[src/hw/rtl/jsfe_pkg.sv]
// ----------------------------------------------------------------------------
// jsfe_pkg
// Shared types and constants for the JSON string field extractor.
// ----------------------------------------------------------------------------
package jsfe_pkg;

  localparam int MaxKeyLen  = 16;   // default longest key the window can hold
  localparam int QueueDepth = 2;    // entries between front and back
  localparam int KeyLenW    = 5;    // key_length register width
  localparam int CapW       = 8;    // out_capacity register width
  localparam int CfgW       = 64;   // widest register
  localparam int CfgAddrW   = 2;
  localparam int KeyChars   = 16;   // characters held by the two key registers

  localparam logic [CapW-1:0] CapReset = 8'd16;

  localparam logic [7:0] ChColon = 8'h3a;
  localparam logic [7:0] ChQuote = 8'h22;
  localparam logic [7:0] ChBslash = 8'h5c;
  localparam logic [7:0] ChLowerN = 8'h6e;
  localparam logic [7:0] ChLowerR = 8'h72;
  localparam logic [7:0] ChLowerT = 8'h74;
  localparam logic [7:0] ChTab = 8'h09;
  localparam logic [7:0] ChLf = 8'h0a;
  localparam logic [7:0] ChCr = 8'h0d;
  localparam logic [7:0] ChSpace = 8'h20;
  localparam logic [7:0] ChNul = 8'h00;

  typedef enum logic [CfgAddrW-1:0] {
    CfgKeyLow  = 2'd0,
    CfgKeyHigh = 2'd1,
    CfgKeyLen  = 2'd2,
    CfgCap     = 2'd3
  } jsfe_cfg_e;

  typedef enum logic [2:0] {
    PhSearch = 3'd0,
    PhColon  = 3'd1,
    PhQuote  = 3'd2,
    PhValue  = 3'd3,
    PhEscape = 3'd4,
    PhDone   = 3'd5
  } jsfe_phase_e;

  // Results of one byte: an optional character, then an optional finish.
  typedef struct packed {
    logic       has_char;
    logic [7:0] char_value;
    logic       has_done;
    logic       found;
    logic [7:0] value_length;
  } jsfe_entry_t;

endpackage

[src/hw/rtl/jsfe_front.sv]
// ----------------------------------------------------------------------------
// jsfe_front
// Config registers, key window match and phase machine; one byte per cycle while the queue is not full.
// ----------------------------------------------------------------------------
module jsfe_front import jsfe_pkg::*; #(
  parameter int MAX_KEY_LEN = MaxKeyLen
) (
  input  logic                clk_i,
  input  logic                rst_ni,
  input  logic                cfg_we_i,
  input  logic [CfgAddrW-1:0] cfg_addr_i,
  input  logic [CfgW-1:0]     cfg_wdata_i,
  input  logic                in_valid_i,
  output logic                in_ready_o,
  input  logic [7:0]          data_i,
  input  logic                last_i,
  input  logic                full_i,
  output logic                push_o,
  output jsfe_entry_t         entry_o
);

  localparam int WinDepth = MAX_KEY_LEN + 2;
  localparam int FillW    = $clog2(WinDepth + 1);

  logic [CfgW-1:0]    key_lo_q, key_hi_q;
  logic [KeyLenW-1:0] key_len_q;
  logic [CapW-1:0]    cap_q;

  jsfe_phase_e        ph_q, ph_d;
  logic [7:0]         cnt_q, cnt_d;
  logic [FillW-1:0]   fill_q, fill_d, fill_inc;
  logic [7:0]         win_q [WinDepth];
  logic [7:0]         win_sh [WinDepth];
  logic               shift;

  logic [7:0]         key_ch [KeyChars];
  logic [KeyLenW-1:0] klen;
  logic [WinDepth-1:0] pos_ok;
  logic               match;
  logic               fire;
  logic               allow;

  function automatic logic is_space(input logic [7:0] b);
    return (b == ChSpace) || (b == ChTab) || (b == ChCr) || (b == ChLf);
  endfunction

  // config
  always_ff @(posedge clk_i or negedge rst_ni) begin
    if (!rst_ni) begin
      key_lo_q  <= '0;
      key_hi_q  <= '0;
      key_len_q <= '0;
      cap_q     <= CapReset;
    end else if (cfg_we_i) begin
      unique case (jsfe_cfg_e'(cfg_addr_i))
        CfgKeyLow:  key_lo_q  <= cfg_wdata_i;
        CfgKeyHigh: key_hi_q  <= cfg_wdata_i;
        CfgKeyLen:  key_len_q <= cfg_wdata_i[KeyLenW-1:0];
        CfgCap:     cap_q     <= cfg_wdata_i[CapW-1:0];
        default:    ;
      endcase
    end
  end

  always_comb begin
    for (int i = 0; i < KeyChars; i++) begin
      key_ch[i] = (i < 8) ? key_lo_q[8*(i%8) +: 8] : key_hi_q[8*(i%8) +: 8];
    end
  end

  assign klen = (key_len_q > KeyLenW'(MAX_KEY_LEN)) ? KeyLenW'(MAX_KEY_LEN) : key_len_q;

  // window after taking the current byte, newest at entry 0
  always_comb begin
    win_sh[0] = data_i;
    for (int j = 1; j < WinDepth; j++) begin
      win_sh[j] = win_q[j-1];
    end
  end

  assign fill_inc = (fill_q == FillW'(WinDepth)) ? fill_q : fill_q + FillW'(1);

  // per-position compare: quote, key reversed, quote
  always_comb begin
    logic [KeyLenW-1:0] idx;
    logic [7:0]         want;
    for (int j = 0; j < WinDepth; j++) begin
      idx  = klen - KeyLenW'(j);
      want = (idx < KeyLenW'(KeyChars)) ? key_ch[idx[$clog2(KeyChars)-1:0]] : ChNul;
      if (j == 0 || 6'(j) == 6'(klen) + 6'd1) begin
        pos_ok[j] = (win_sh[j] == ChQuote);
      end else if (6'(j) <= 6'(klen)) begin
        pos_ok[j] = (win_sh[j] == want);
      end else begin
        pos_ok[j] = 1'b1;
      end
    end
  end

  assign match = (6'(fill_inc) >= 6'(klen) + 6'd2) && (&pos_ok);

  assign in_ready_o = !full_i;
  assign fire       = in_valid_i && in_ready_o;
  assign allow      = (cap_q != '0) && ({1'b0, cnt_q} + 9'd1 < {1'b0, cap_q});

  always_comb begin
    jsfe_phase_e ph_n;
    logic        want_char;
    logic [7:0]  ch;
    logic        want_done;
    logic        ok;
    ph_n      = ph_q;
    want_char = 1'b0;
    ch        = ChNul;
    want_done = 1'b0;
    ok        = 1'b0;
    shift     = 1'b0;
    unique case (ph_q)
      PhSearch: begin
        if (data_i == ChNul) begin
          want_done = 1'b1;
        end else begin
          shift = 1'b1;
          if (match) ph_n = PhColon;
        end
      end
      PhColon: begin
        if (data_i == ChColon) ph_n = PhQuote;
        else if (!is_space(data_i)) want_done = 1'b1;
      end
      PhQuote: begin
        if (data_i == ChQuote) ph_n = PhValue;
        else if (!is_space(data_i)) want_done = 1'b1;
      end
      PhValue: begin
        if (data_i == ChNul) begin
          want_done = 1'b1;
        end else if (data_i == ChQuote) begin
          want_done = 1'b1;
          ok        = 1'b1;
        end else if (data_i == ChBslash) begin
          ph_n = PhEscape;
        end else begin
          want_char = 1'b1;
          ch        = data_i;
        end
      end
      PhEscape: begin
        want_char = 1'b1;
        if (data_i == ChNul) begin
          ch        = ChBslash;
          want_done = 1'b1;
        end else begin
          unique case (data_i)
            ChLowerN: ch = ChLf;
            ChLowerR: ch = ChCr;
            ChLowerT: ch = ChTab;
            default:  ch = data_i;
          endcase
          ph_n = PhValue;
        end
      end
      default: ;
    endcase
    if (want_done) ph_n = PhDone;

    // end of message: flush a pending backslash, then close
    if (last_i) begin
      if (ph_n == PhEscape) begin
        want_char = 1'b1;
        ch        = ChBslash;
      end
      if (ph_n != PhDone) want_done = 1'b1;
    end

    entry_o.has_char     = want_char && allow;
    entry_o.char_value   = ch;
    entry_o.has_done     = want_done;
    entry_o.found        = ok && (cap_q != '0);
    entry_o.value_length = cnt_q + 8'(entry_o.has_char);

    ph_d   = ph_q;
    cnt_d  = cnt_q;
    fill_d = fill_q;
    if (fire) begin
      if (last_i) begin
        ph_d   = PhSearch;
        cnt_d  = '0;
        fill_d = '0;
      end else begin
        ph_d   = want_done ? PhDone : ph_n;
        cnt_d  = entry_o.value_length;
        fill_d = shift ? fill_inc : fill_q;
      end
    end
  end

  assign push_o = fire && (entry_o.has_char || entry_o.has_done);

  always_ff @(posedge clk_i or negedge rst_ni) begin
    if (!rst_ni) begin
      ph_q   <= PhSearch;
      cnt_q  <= '0;
      fill_q <= '0;
    end else begin
      ph_q   <= ph_d;
      cnt_q  <= cnt_d;
      fill_q <= fill_d;
    end
  end

  // window contents need no reset: the fill count masks stale bytes
  always_ff @(posedge clk_i) begin
    if (fire && shift) win_q <= win_sh;
  end

endmodule

[src/hw/rtl/jsfe_queue.sv]
// ----------------------------------------------------------------------------
// jsfe_queue
// Short FIFO of result entries between front and back.
// ----------------------------------------------------------------------------
module jsfe_queue import jsfe_pkg::*; #(
  parameter int DEPTH = QueueDepth
) (
  input  logic        clk_i,
  input  logic        rst_ni,
  input  logic        push_i,
  input  jsfe_entry_t entry_i,
  input  logic        pop_i,
  output jsfe_entry_t head_o,
  output logic        empty_o,
  output logic        full_o
);

  localparam int PtrW = (DEPTH > 1) ? $clog2(DEPTH) : 1;
  localparam int CntW = $clog2(DEPTH + 1);

  jsfe_entry_t     mem_q [DEPTH];
  logic [PtrW-1:0] wr_q, rd_q;
  logic [CntW-1:0] cnt_q;

  function automatic logic [PtrW-1:0] ptr_inc(input logic [PtrW-1:0] p);
    return (p == PtrW'(DEPTH - 1)) ? '0 : p + PtrW'(1);
  endfunction

  assign empty_o = (cnt_q == '0);
  assign full_o  = (cnt_q == CntW'(DEPTH));
  assign head_o  = mem_q[rd_q];

  always_ff @(posedge clk_i or negedge rst_ni) begin
    if (!rst_ni) begin
      wr_q  <= '0;
      rd_q  <= '0;
      cnt_q <= '0;
    end else begin
      if (push_i) wr_q <= ptr_inc(wr_q);
      if (pop_i)  rd_q <= ptr_inc(rd_q);
      if (push_i && !pop_i)      cnt_q <= cnt_q + CntW'(1);
      else if (pop_i && !push_i) cnt_q <= cnt_q - CntW'(1);
    end
  end

  always_ff @(posedge clk_i) begin
    if (push_i) mem_q[wr_q] <= entry_i;
  end

endmodule

[src/hw/rtl/jsfe_back.sv]
// ----------------------------------------------------------------------------
// jsfe_back
// Unpacks a queue entry into one or two output transfers.
// ----------------------------------------------------------------------------
module jsfe_back import jsfe_pkg::*; (
  input  logic        clk_i,
  input  logic        rst_ni,
  input  jsfe_entry_t head_i,
  input  logic        empty_i,
  output logic        pop_o,
  output logic        valid_o,
  input  logic        ready_i,
  output logic        kind_o,
  output logic [7:0]  char_value_o,
  output logic        found_o,
  output logic [7:0]  value_length_o,
  output logic        last_o
);

  logic char_sent_q;
  logic is_char;
  logic xfer;

  assign is_char = head_i.has_char && !char_sent_q;
  assign valid_o = !empty_i;
  assign last_o  = is_char ? !head_i.has_done : 1'b1;
  assign kind_o  = !is_char;

  assign char_value_o   = is_char ? head_i.char_value : ChNul;
  assign found_o        = is_char ? 1'b0 : head_i.found;
  assign value_length_o = is_char ? 8'd0 : head_i.value_length;

  assign xfer  = valid_o && ready_i;
  assign pop_o = xfer && last_o;

  always_ff @(posedge clk_i or negedge rst_ni) begin
    if (!rst_ni) begin
      char_sent_q <= 1'b0;
    end else if (pop_o) begin
      char_sent_q <= 1'b0;
    end else if (xfer) begin
      char_sent_q <= 1'b1;
    end
  end

endmodule

[src/hw/rtl/json_string_field_extractor.sv]
// ----------------------------------------------------------------------------
// json_string_field_extractor
// Finds a quoted key in a byte stream and streams out its unescaped string
// value, followed by a finish transfer with found flag and length.
// ----------------------------------------------------------------------------
// Channel  Dir  Handshake                     Payload
// s_axis   in   s_axis_tvalid/s_axis_tready   tdata[7:0] data_byte, tlast message_end
// m_axis   out  m_axis_tvalid/m_axis_tready   tdata char/found/length, tuser kind,
//                                             tlast run_last
// cfg      in   cfg_we_i (no wait)            cfg_addr_i index, cfg_wdata_i value
//
// One byte is taken per cycle. Each byte is fully decided in the cycle it is
// accepted; the key compare runs against an 18-entry shift window in that same
// cycle. A byte yielding both a character and the finish takes two output
// transfers; 0/1-result bytes sustain 1 byte/cycle while the output is ready.
// A 2-entry queue sits between front and back; the input stalls only when it
// is full. Reset is asynchronous, active low; no clearing pass is needed.
// ----------------------------------------------------------------------------
module json_string_field_extractor import jsfe_pkg::*; #(
  parameter int MAX_KEY_LEN = MaxKeyLen
) (
  input  logic                clk_i,
  input  logic                rst_ni,
  // config write port
  input  logic                cfg_we_i,
  input  logic [CfgAddrW-1:0] cfg_addr_i,
  input  logic [CfgW-1:0]     cfg_wdata_i,
  // byte stream in
  input  logic                s_axis_tvalid,
  output logic                s_axis_tready,
  input  logic [7:0]          s_axis_tdata,   // [7:0] data_byte
  input  logic                s_axis_tlast,   // message_end
  // results out
  output logic                m_axis_tvalid,
  input  logic                m_axis_tready,
  output logic [23:0]         m_axis_tdata,   // [7:0] char_value, [8] found,
                                              // [16:9] value_length, [23:17] zero
  output logic                m_axis_tuser,   // [0] kind: 0 char, 1 finish
  output logic                m_axis_tlast    // run_last
);

  jsfe_entry_t entry, head;
  logic        push, pop, q_empty, q_full;
  logic [7:0]  char_value, value_length;
  logic        found;

  // Front: config, window match, phase machine
  jsfe_front #(
    .MAX_KEY_LEN(MAX_KEY_LEN)
  ) u_front (
    .clk_i      (clk_i),
    .rst_ni     (rst_ni),
    .cfg_we_i   (cfg_we_i),
    .cfg_addr_i (cfg_addr_i),
    .cfg_wdata_i(cfg_wdata_i),
    .in_valid_i (s_axis_tvalid),
    .in_ready_o (s_axis_tready),
    .data_i     (s_axis_tdata),
    .last_i     (s_axis_tlast),
    .full_i     (q_full),
    .push_o     (push),
    .entry_o    (entry)
  );

  // Decoupling queue; only bytes with results take an entry
  jsfe_queue #(
    .DEPTH(QueueDepth)
  ) u_queue (
    .clk_i  (clk_i),
    .rst_ni (rst_ni),
    .push_i (push),
    .entry_i(entry),
    .pop_i  (pop),
    .head_o (head),
    .empty_o(q_empty),
    .full_o (q_full)
  );

  // Back: char transfer first, finish transfer second
  jsfe_back u_back (
    .clk_i         (clk_i),
    .rst_ni        (rst_ni),
    .head_i        (head),
    .empty_i       (q_empty),
    .pop_o         (pop),
    .valid_o       (m_axis_tvalid),
    .ready_i       (m_axis_tready),
    .kind_o        (m_axis_tuser),
    .char_value_o  (char_value),
    .found_o       (found),
    .value_length_o(value_length),
    .last_o        (m_axis_tlast)
  );

  assign m_axis_tdata = {7'd0, value_length, found, char_value};

endmodule

[config.mk]
export PLATFORM = sky130hd
export DESIGN_NAME = json_string_field_extractor
export DESIGN_NICKNAME = d
export VERILOG_FILES = /design/src/hw/rtl/jsfe_pkg.sv /design/src/hw/rtl/jsfe_front.sv /design/src/hw/rtl/jsfe_queue.sv /design/src/hw/rtl/jsfe_back.sv /design/src/hw/rtl/json_string_field_extractor.sv
export SDC_FILE = /design/constraint.sdc
export NUM_CORES = 1
export LEC_CHECK = 0
export ABC_AREA = 1
export ABC_CLOCK_PERIOD_IN_PS = 7800
export BUFFER_PORTS_ARGS = -buffer_cell sky130_fd_sc_hd__buf_4
export CAP_MARGIN = 5
export CELL_PAD_IN_SITES_DETAIL_PLACEMENT = 1
export CELL_PAD_IN_SITES_GLOBAL_PLACEMENT = 1
export CORE_MARGIN = 5
export CORE_UTILIZATION = 40
export CTS_CLUSTER_SIZE = 20
export DETAILED_ROUTE_END_ITERATION = 16
export PLACE_DENSITY = 0.77
export SLEW_MARGIN = 20
export SYNTH_ARGS = -nofsm -noshare
export SYNTH_HDL_FRONTEND = slang
export SYNTH_SLANG_ARGS = --single-unit
[constraint.sdc]
create_clock -name clk_i -period 7.8 [get_ports clk_i]
set_input_delay 0.39 -clock clk_i [delete_from_list [all_inputs] [get_ports clk_i]]
set_output_delay 0.39 -clock clk_i [all_outputs]
set_load 0.02 [all_outputs]
# Word level (Yosys, flattened, before mapping)
# Memory sizes are Yosys's and may differ from the RTL's.
# Cells that the tools add are included.
# word_totals
regBits	298
ram_bits	38
input_bits	80
output_inout_bits	28
wordCells	394
n_memories	1
# memory_table
name	depth	width	rd	rd_ports_with_merged_regs	write_ports	line	source
u_queue.mem_q	2	19	1	0	1	jsfe_queue.sv:21	jsfe_entry_t mem_q [DEPTH];
# op_classes
add_sub_neg	26
order_cmp	54
eq_ne	72
mux	158
bitwise_logic	17
reduce_logical	38
# ops
operator	count
$bmux W8 S4	17
$mux W8	60
$eq A8 B6 Y1 const B	20
$eq A8 B8 Y1	17
$ge A5 B5 Y1 const B	17
$lt A5 B5 Y1 const B	17
$not A4 Y5	17
$mux W1	59
$eq A4 B6 Y1 const A	8
$le A4 B5 Y1 const A	8
$sub A5 B4 Y5 const B	8
$mux W3	11
$eq A8 B7 Y1 const B	4
$eq A3 B6 Y1 const A	4
$eq A8 B4 Y1 const B	3
$pmux W8 S3	1
$le A3 B5 Y1 const A	4
$mux W5	4
$sub A5 B3 Y5 const B	4
$reduce_and A18 Y1	1
$pmux W8 S2	1
$pmux W3 S5	1
$eq A2 B6 Y1 const A	2
$eq A5 B6 Y1 const A	2
other kinds (38)	75

# Logic depth before layout (Yosys ltp)
# Gate-level depths: netlist of the first run.
# logic_depth
word_depth	27
ltp_mapped	33
depth_no_buf	30

# Cells and area by module
# A second synthesis of the first run with hierarchy kept.
# hier_totals
cells_unflattened	3309
area_unflattened_um2	23575.1
# modules_own_cells
module	n_inst	cells_each	area_each_um2	seq_area_each_um2
jsfe_front	1	3171	21650.8	8013.9
jsfe_queue	1	84	1655.3	1241.2
jsfe_back	1	45	205.2	25.0
json_string_field_extractor	1	9	63.8	0.0

# Worst setup path before layout of the first run
# OpenSTA, ideal clock, no wires.
# synth_timing
path_type	input to register
from	input port s_axis_tdata[7]
to	register u_front.win_q[100] (netlist bit) (enable)
setup_time_ns	0.633
t_arrival_ns	6.517
required_ns	7.167
setup_slack_ns	0.651
cell_stages	8
n_path_buf	0
path_cell_list	nor2_1 > inv_1 > nor3_1 > inv_1 > nor2_1 > inv_1 > nand2_1 > nor2_1
# synth_between
elab_chain_len	4
# synth_rtl
item	line	source
from (decl)	json_string_field_extractor.sv:31	input logic [7:0] s_axis_tdata,
$logic_not A8 Y1	jsfe_front.sv:120	if (data_i == ChNul) begin
$mux W1	jsfe_front.sv:120	
$mux W1	jsfe_front.sv:118	unique case (ph_q)
$logic_and A1 B1 Y1	jsfe_front.sv:214	if (fire && shift) win_q <= win_sh;
to (signal assigned)	jsfe_front.sv:214	
to (decl)	jsfe_front.sv:32	logic [7:0] win_q [WinDepth];
# Every way passes these cells.
# A chain may end at the register's enable or synchronous reset.

# Worst setup path after layout of the first run
# layout_timing
from	register u_front.key_len_q[2]
to	register u_front.ph_q[0]
# layout_between
elab_chain_len	22
word_cells_on_any_way	220
cone_classes	add/sub (19); order compare (36); eq/ne (35); mux (111); bitwise (17); reduce/logical (2)
# layout_rtl
item	line	source
from (decl)	jsfe_front.sv:26	logic [KeyLenW-1:0] key_len_q;
from (signal assigned)	jsfe_front.sv:58	CfgKeyLen: key_len_q <= cfg_wdata_i[KeyLenW-1:0];
$gt A5 B5 Y1	jsfe_front.sv:71	assign klen = (key_len_q > KeyLenW'(MAX_KEY_LEN)) ? KeyLenW'(MAX_KEY_LEN) : key_len_q;
$mux W5 *	jsfe_front.sv:71	
$sub A5 B1 Y5 (tied with other cells)	jsfe_front.sv:88	idx = klen - KeyLenW'(j);
$not A4 Y5 (not written as such)	jsfe_front.sv:89	want = (idx < KeyLenW'(KeyChars)) ? key_ch[idx[$clog2(KeyChars)-1:0]] : ChNul;
$bmux W8 S4	jsfe_front.sv:89	
$mux W8 (not written as such) (2 in a row)	jsfe_front.sv:89	
$mux W8	jsfe_front.sv:89	
$eq A8 B8 Y1	jsfe_front.sv:93	pos_ok[j] = (win_sh[j] == want);
[... 5 more ...]	-	
$mux W3 *	jsfe_front.sv:120	
$pmux W3 S5 *	jsfe_front.sv:118	
$mux W3 *	jsfe_front.sv:165	if (want_done) ph_n = PhDone;
$ne A3 B3 Y1	jsfe_front.sv:173	if (ph_n != PhDone) want_done = 1'b1;
$mux W1	jsfe_front.sv:173	
$mux W1	jsfe_front.sv:168	if (last_i) begin
$mux W3 *	jsfe_front.sv:191	ph_d = want_done ? PhDone : ph_n;
$mux W3 *	jsfe_front.sv:186	if (last_i) begin
to (signal assigned)	jsfe_front.sv:202	ph_q <= PhSearch;
to (signal assigned)	jsfe_front.sv:206	ph_q <= ph_d;
to (decl)	jsfe_front.sv:29	jsfe_phase_e ph_q, ph_d;
# Mark *: on every way between the ends. The rest lies on a longest branch, timed or not. The select of a mux whose other input is x is not followed.

==> reports/results.tsv, run 1 <==
metric	value	unit
whs_path_depth	1	
num_vias	26000	
dp.cells	4113	
drive_gt1_share	6.78	%
syn_area_per_cell	6.92	sq um
finClkSkew	22.5	ps
clk_pin_slew	70	ps
hold_viol_final	0	
ys_warn_count	0	
setup_ws	2010	ps
max_slew_margin	16.6	%
final_util	44.9	%
cts_hold_buf	1	
final_nets	3502	
grtUsageTotal	38.4	%
cts_tree	yes	
cts_sinks	336	
synth_cells	3387	
path_buf_inv	4	
io_pins	108	
critPathLaunchType	flop	
worst-path-max-fanout	33	
synth_edf_count	174	
worstRegToRegCells	28	
fin_hold_ws	30.7	ps
remaining_drc_errors	0	
vdd_drop_max	270	uV
routedWlPerCell	29.8	um
cts_resized	0	
yosys.area.top_type	edfxtp_1	
cp.arrival	6260	ps
fin_setup_tns	0	ps
post_cts_buffers	0	
grt_pass1_wl	179	mm
drt-vias-per-instance	6.21	
yosysMostFrequentCell	nand2_1	
p_leak	12.4	nW
synth_area	0.0234	sq mm
hold_end	u_front.win_q[141]	
grt.overflow.total	0	
rrSetupSlack	2010	ps
rsz0062_at_grt	false	
yosys_most_used_dff	edfxtp_1	
num_rows	88	
yosysUniqueCellTypes	51	
die_w	252	um
regToRegStartpoint	u_front.key_len_q[2]	
port_buffers	100	
fin_cells	4190	
antenna_left	0	
drv_slew	0	
yosysSeqAreaShare	39.6	%
finalSetupViolations	0	
maxCapViolations	0	
synthTopCellsByCount	nand2_1 (971), nand3_1 (883), inv_1 (363), o21ai_0 (182), edfxtp_1 (174)	
synthArstFlopShare	48.2	%
grt_pass1_vias	25693	
start_util	40.5	%
grt_start_max_net_pins	137	
fin_crit_sh	74.3	%
synth_top_cells_by_area	edfxtp_1 (22%), nand3_1 (19%), dfrtp_1 (17%)	
crit_start	u_front.key_len_q[2]	
yosys.area.top_type_share	22.3	%
worstHoldStart	s_axis_tdata[5]	
die_h	252	um
root_buffer	clkbuf_16	
r2r-end	u_front.ph_q[0]	
clk-insertion-delay-late	580	ps
cts-buffers-inserted	39	
pre_cts_ws	2150	ps
status	finished, final reports clean	
critPathMaxStageDelay	570	ps
firstDrtPassIters	6	
core	0.0578	sq mm
synth-seq-cells	336	
endpoint_kind	flop	
fin_crit	5790	ps
path_delay_family	simple AND/OR/NAND/NOR gates	
crit_required	8260	ps
min_path_type	in2reg	
drt-initial-drc-count	3090	
gp_congestion	1.12	
dp_hpwl	100	mm
dieArea	0.0635	sq mm
area_delta_synth_final	10.7	%
p_per_area	394	mW/mm^2
max_freq	173	MHz
wl	125	mm
tightest_slew	1240	ps
critPathKind	reg2reg	
cp_slowest_cell	nand2_2	
antenna_found_initial	6	
h-tree-depth	2	
clockBufferDepth	3	
-- routing by layer --
metal	part of all wire [%]	wire, um	global-route usage (%)
met1	40	49700	50.0
met5	0.013	16	0
met4	7.7	9610	23.4
met2	42	52700	56.7
met3	10	13100	10.9
-- worst reg2reg max path: cells and delay by family, from the launching register on --
family,cells,cell delay (ps)
compound gates,4,650
fa+ha+maj,1,350
buf+inv,4,1200
flops,1,470
simple gates,19,3010
-- power by group --
part | leakage [nW] | internal [W] | switching (W)
clock network | 0.623 | 0.00107 | 0.000793
logic | 8.12 | 0.00127 | 0.00351
registers | 3.68 | 0.00260 | 0.000976
-- sequential cells by signal (all words and copies together) (netlist names) --
signal,cells
u_queue.cnt_q,2
u_front.cap_q,8
u_back.char_sent_q,1
u_front.key_hi_q,64
u_front.win_q,136
u_front.cnt_q,8
u_front.key_len_q,5
u_queue.wr_q,1
u_front.fill_q,5
u_queue.mem_q,38
u_queue.rd_q,1
u_front.key_lo_q,64
u_front.ph_q,3
-- layout make-up --
type | instances | area [sq um]
clock buffer | 55 | 1110
timing repair buffer | 127 | 972
multi-input combinational | 2506 | 12000
antenna | 4 | 10.0
clock inverter | 17 | 166
fill | 7342 | 31900
inverter | 380 | 1430
sequential | 336 | 9280
tap | 765 | 957
-- per-stage QoR --
stage,cell area (sq um),power [W]
2_1_floorplan,23500,0.00600
3_3_place_gp,24600,0.00800
3_5_place_dp,24600,0.00814
4_1_cts,25900,0.0100
5_1_grt,25900,0.0107
6_report,25900,0.0102
-- cell families (layout without fill, tap and decap cells) --
| family | count (synthesis) | in the layout | share of synthesized area, % |
|---|---|---|---|
| AO/OA/AOI/OAI | 269 | 269 | 6.25 |
| XOR/XNOR | 41 | 41 | 1.53 |
| adder cells (fa/ha/maj) | 32 | 32 | 1.71 |
| buffers and inverters | 551 | 579 | 9.51 |
| flip-flops | 336 | 336 | 39.6 |
| other | 1 | 11 | 0.0160 |
| AND/OR/NAND/NOR | 2157 | 2157 | 41.4 |
-- layout by cell type (no fill, tap or decap), types with 37 or more instances in the layout --
master,instances
nand2_1,970
nand3_1,882
nand4_1,116
edfxtp_1,174
buf_4,124
nor2_1,113
clkbuf_16,41
o21ai_0,182
dfrtp_1,160
inv_1,361
xor2_1,37
-- worst max-delay path by stage --
stage | to | slack [ps] | cells past startpoint
after floorplan | u_front.win_q[100] | 650 | 8
after global placement | u_front.ph_q[0] | 2140 | 28
after detailed placement | u_front.ph_q[0] | 2150 | 28
after CTS | u_front.ph_q[0] | 2090 | 28
after global routing | u_front.ph_q[0] | 1780 | 28
final | u_front.ph_q[0] | 2010 | 28
No activity file was read; power rests on OpenSTA's default activity.
==> run 2, diff against run 1 <==
Settings changed: ABC_CLOCK_PERIOD_IN_PS 7800 to 4700, PLACE_DENSITY 0.77 to 0.8.
Clock period 7.8 ns to 4.7 ns, I/O delays scaled along.
==> run 2 against run 1 <==
  * Worst hold slack gained 1.4 ps
  * Via count up 1.1%
  * Global-route usage fell by 0.57 points
  * Largest cell class unchanged
  * Largest power group unchanged
  * Critical path type unchanged
  * Combinational power grew 71%
==> reports/results.tsv, run 2 (synthesis results as in run 1) <==
metric	value	unit	change
status	finished, final reports clean		unchanged
port_buffers	100		unchanged
gp_congestion	1.07		was 1.12
final_cell_mix	nand2_1 (970), nand3_1 (882), inv_1 (361)		unchanged
root_buffer	clkbuf_16		unchanged
critPathKind	reg2reg		unchanged
grt_pass1_wl	177	mm	was 179 mm
dp.cells	4146		was 4,113
seqPwrFrac	33.6	%	was 35.0%
vdd_drop_max	466	uV	was 270 uV
drt-vias-per-instance	6.13		was 6.21
grt.overflow.total	0		unchanged
seqCellArea	0.00928	sq mm	unchanged
min_path_type	in2reg		unchanged
finClkSkew	16.1	ps	was 22.5 ps
cp_cell_sequence	nor2_1 > nand2_1 > nand2_4 > nand2_4 > buf_12 > inv_2 > nand2_1 > nand2_1 > nand2_1 > nand3_1 > nand3_1 > nand4_1 > nand4_1 > nor2_1 > nand2_1 > nand2_1 > nand2_1 > inv_1 > nand2_1 > nor2_1 > nand2_1 > nand3_1 > nand2_1 > nand2_1		
drive_gt1_share	7.61	%	was 6.78%
reg_top3	u_front.win_q: 136 flops, u_front.key_hi_q: 64 flops, u_front.key_lo_q: 64 flops		unchanged
cts_tree	yes		unchanged
io_pins	108		unchanged
fin_cells	4290		was 4,190
critPathLaunchType	flop		unchanged
routedWlPerCell	28.8	um	was 29.8 um
cp.arrival	4690	ps	was 6260 ps
top_register	u_front.win_q		unchanged
regToRegStartpoint	u_front.key_len_q[3]		was u_front.key_len_q[2]
num_rows	88		unchanged
internal_power	0.00845	W	was 0.00494 W
num_vias	26283		was 26,000
multi_input_comb_area	0.0120	sq mm	about the same
worstRegToRegCells	24		was 28
power.share.clock	19.0	%	was 18.2%
max_slew_margin	32.1	%	was 16.6%
clk-insertion-delay-late	580	ps	about the same
rrSetupSlack	520	ps	was 2010 ps
worstHoldStart	cfg_wdata_i[5]		was s_axis_tdata[5]
start_util	40.5	%	unchanged
maxCapViolations	0		unchanged
clockBufferDepth	3		unchanged
cts-buffers-inserted	41		was 39
critPathMaxStageDelay	470	ps	was 570 ps
die_w	252	um	unchanged
fill_cells	7420		was 7,342
grtUsageTotal	37.8	%	was 38.4%
rsz0062_at_grt	false		unchanged
cts_sinks	336		unchanged
crit_path_frequent_cell	nand2_1		
pre_cts_ws	599	ps	was 2150 ps
largest_reg_flops	136		unchanged
remaining_drc_errors	0		unchanged
drv_slew	0		unchanged
area_delta_synth_final	15.1	%	was 10.7%
crit_required	5210	ps	was 8260 ps
antenna_found_initial	7		was 6
core	0.0578	sq mm	unchanged
tightest_slew	1020	ps	was 1240 ps
switching_share	51.1	%	was 51.7%
drt-initial-drc-count	3512		was 3,090
worst-path-max-fanout	78		was 33
dieArea	0.0635	sq mm	unchanged
hold_viol_final	0		unchanged
die_h	252	um	unchanged
hold_end	u_front.key_hi_q[5]		was u_front.win_q[141]
grt_pass1_vias	25320		was 25,693
antenna_left	0		unchanged
cp_slowest_cell	dfrtp_1		was nand2_2
combPwrFrac	47.3	%	was 46.8%
clk_pin_slew	70	ps	about the same
final_nets	3603		was 3,502
dp_hpwl	96.8	mm	was 100 mm
post_cts_buffers	0		unchanged
h-tree-depth	2		unchanged
finalSetupViolations	0		unchanged
p_leak	12.9	nW	was 12.4 nW
path_buf_inv	3		was 4
endpoint_kind	flop		unchanged
wl	123	mm	was 125 mm
fin_crit	4180	ps	was 5790 ps
p_per_area	641	mW/mm^2	was 394 mW/mm^2
r2r-end	u_front.ph_q[0]		unchanged
whs_path_depth	3		was 1
layout_commonest_cell	nand2_1		unchanged
fin_crit_sh	89.0	%	was 74.3%
max_freq	239	MHz	was 173 MHz
firstDrtPassIters	5		was 6
grt_start_max_net_pins	137		unchanged
p_switching	0.00883	W	was 0.00528 W
setup_ws	515	ps	was 2010 ps
fin_setup_tns	0	ps	unchanged
path_delay_family	simple AND/OR/NAND/NOR gates		unchanged
## run 2: tightest hold or removal path, delay by kind of cell
family / cells / cell delay (ps)
compound gates: 1 / 170
buf+inv: 2 / 170
## run 2: worst max path at each step
stage          cells after the start                  end            startpoint  slack [ps]
2_1_floorplan                     14  u_queue.mem_q[1][0]      u_front.cnt_q[2]        1180
3_3_place_gp                      28      u_front.ph_q[0]  u_front.key_len_q[0]         680
3_5_place_dp                      25      u_front.ph_q[0]  u_front.key_len_q[3]         600
4_1_cts                           25      u_front.ph_q[0]  u_front.key_len_q[3]         580
5_1_grt                           24      u_front.ph_q[0]  u_front.key_len_q[3]         310
6_report                          24      u_front.ph_q[0]  u_front.key_len_q[3]         520
## run 2: routing by layer
metal | vias up | wire, um | GRT usage, %
li1 | 11602 | - | -
met1 | 12970 | 49400 | 51.3
met2 | 1405 | 52800 | 56.5
met3 | 302 | 13800 | 9.96
met4 | 4 | 7280 | 18.2
met5 | - | 33 | 0
## run 2: per-stage QoR
stage | cell area (sq um) | util (%) | hold slack (ps) | total power, W
floorplan | 23500 | - | -60.6 | 0.00990
finish | 27000 | 46.6 | 32.2 | 0.0173
CTS | 27000 | 46.6 | 21.2 | 0.0170
global placement | 24900 | 43.1 | 430 | 0.0135
detailed placement | 24900 | 43.1 | 426 | 0.0136
global route | 27000 | 46.6 | 74.3 | 0.0180
## run 2: final cells by class
cell class                 instances  area share, %
inverter                         380           5.31
timing repair buffer             226           7.21
sequential                       336           34.4
clock inverter                    27           1.03
antenna                            3         0.0278
clock buffer                      47           4.00
tap                              765           3.55
multi-input combinational       2506           44.4
## run 2: timing repair
item / 4_1_cts / 5_1_grt
hold buffers: 67 / 0
hold endpoints to repair: 221 / 0
endpoints found under the setup margin: 0 / 0
resized for setup: 0 / 0
## run 2: power by group through the flow
stage | registers (W) | clock network [W] | logic (W)
2_1_floorplan | 0.00481 | 0 | 0.00508
3_3_place_gp | 0.00568 | 0 | 0.00778
3_5_place_dp | 0.00570 | 0 | 0.00787
4_1_cts | 0.00567 | 0.00332 | 0.00796
5_1_grt | 0.00576 | 0.00346 | 0.00882
6_report | 0.00581 | 0.00329 | 0.00818
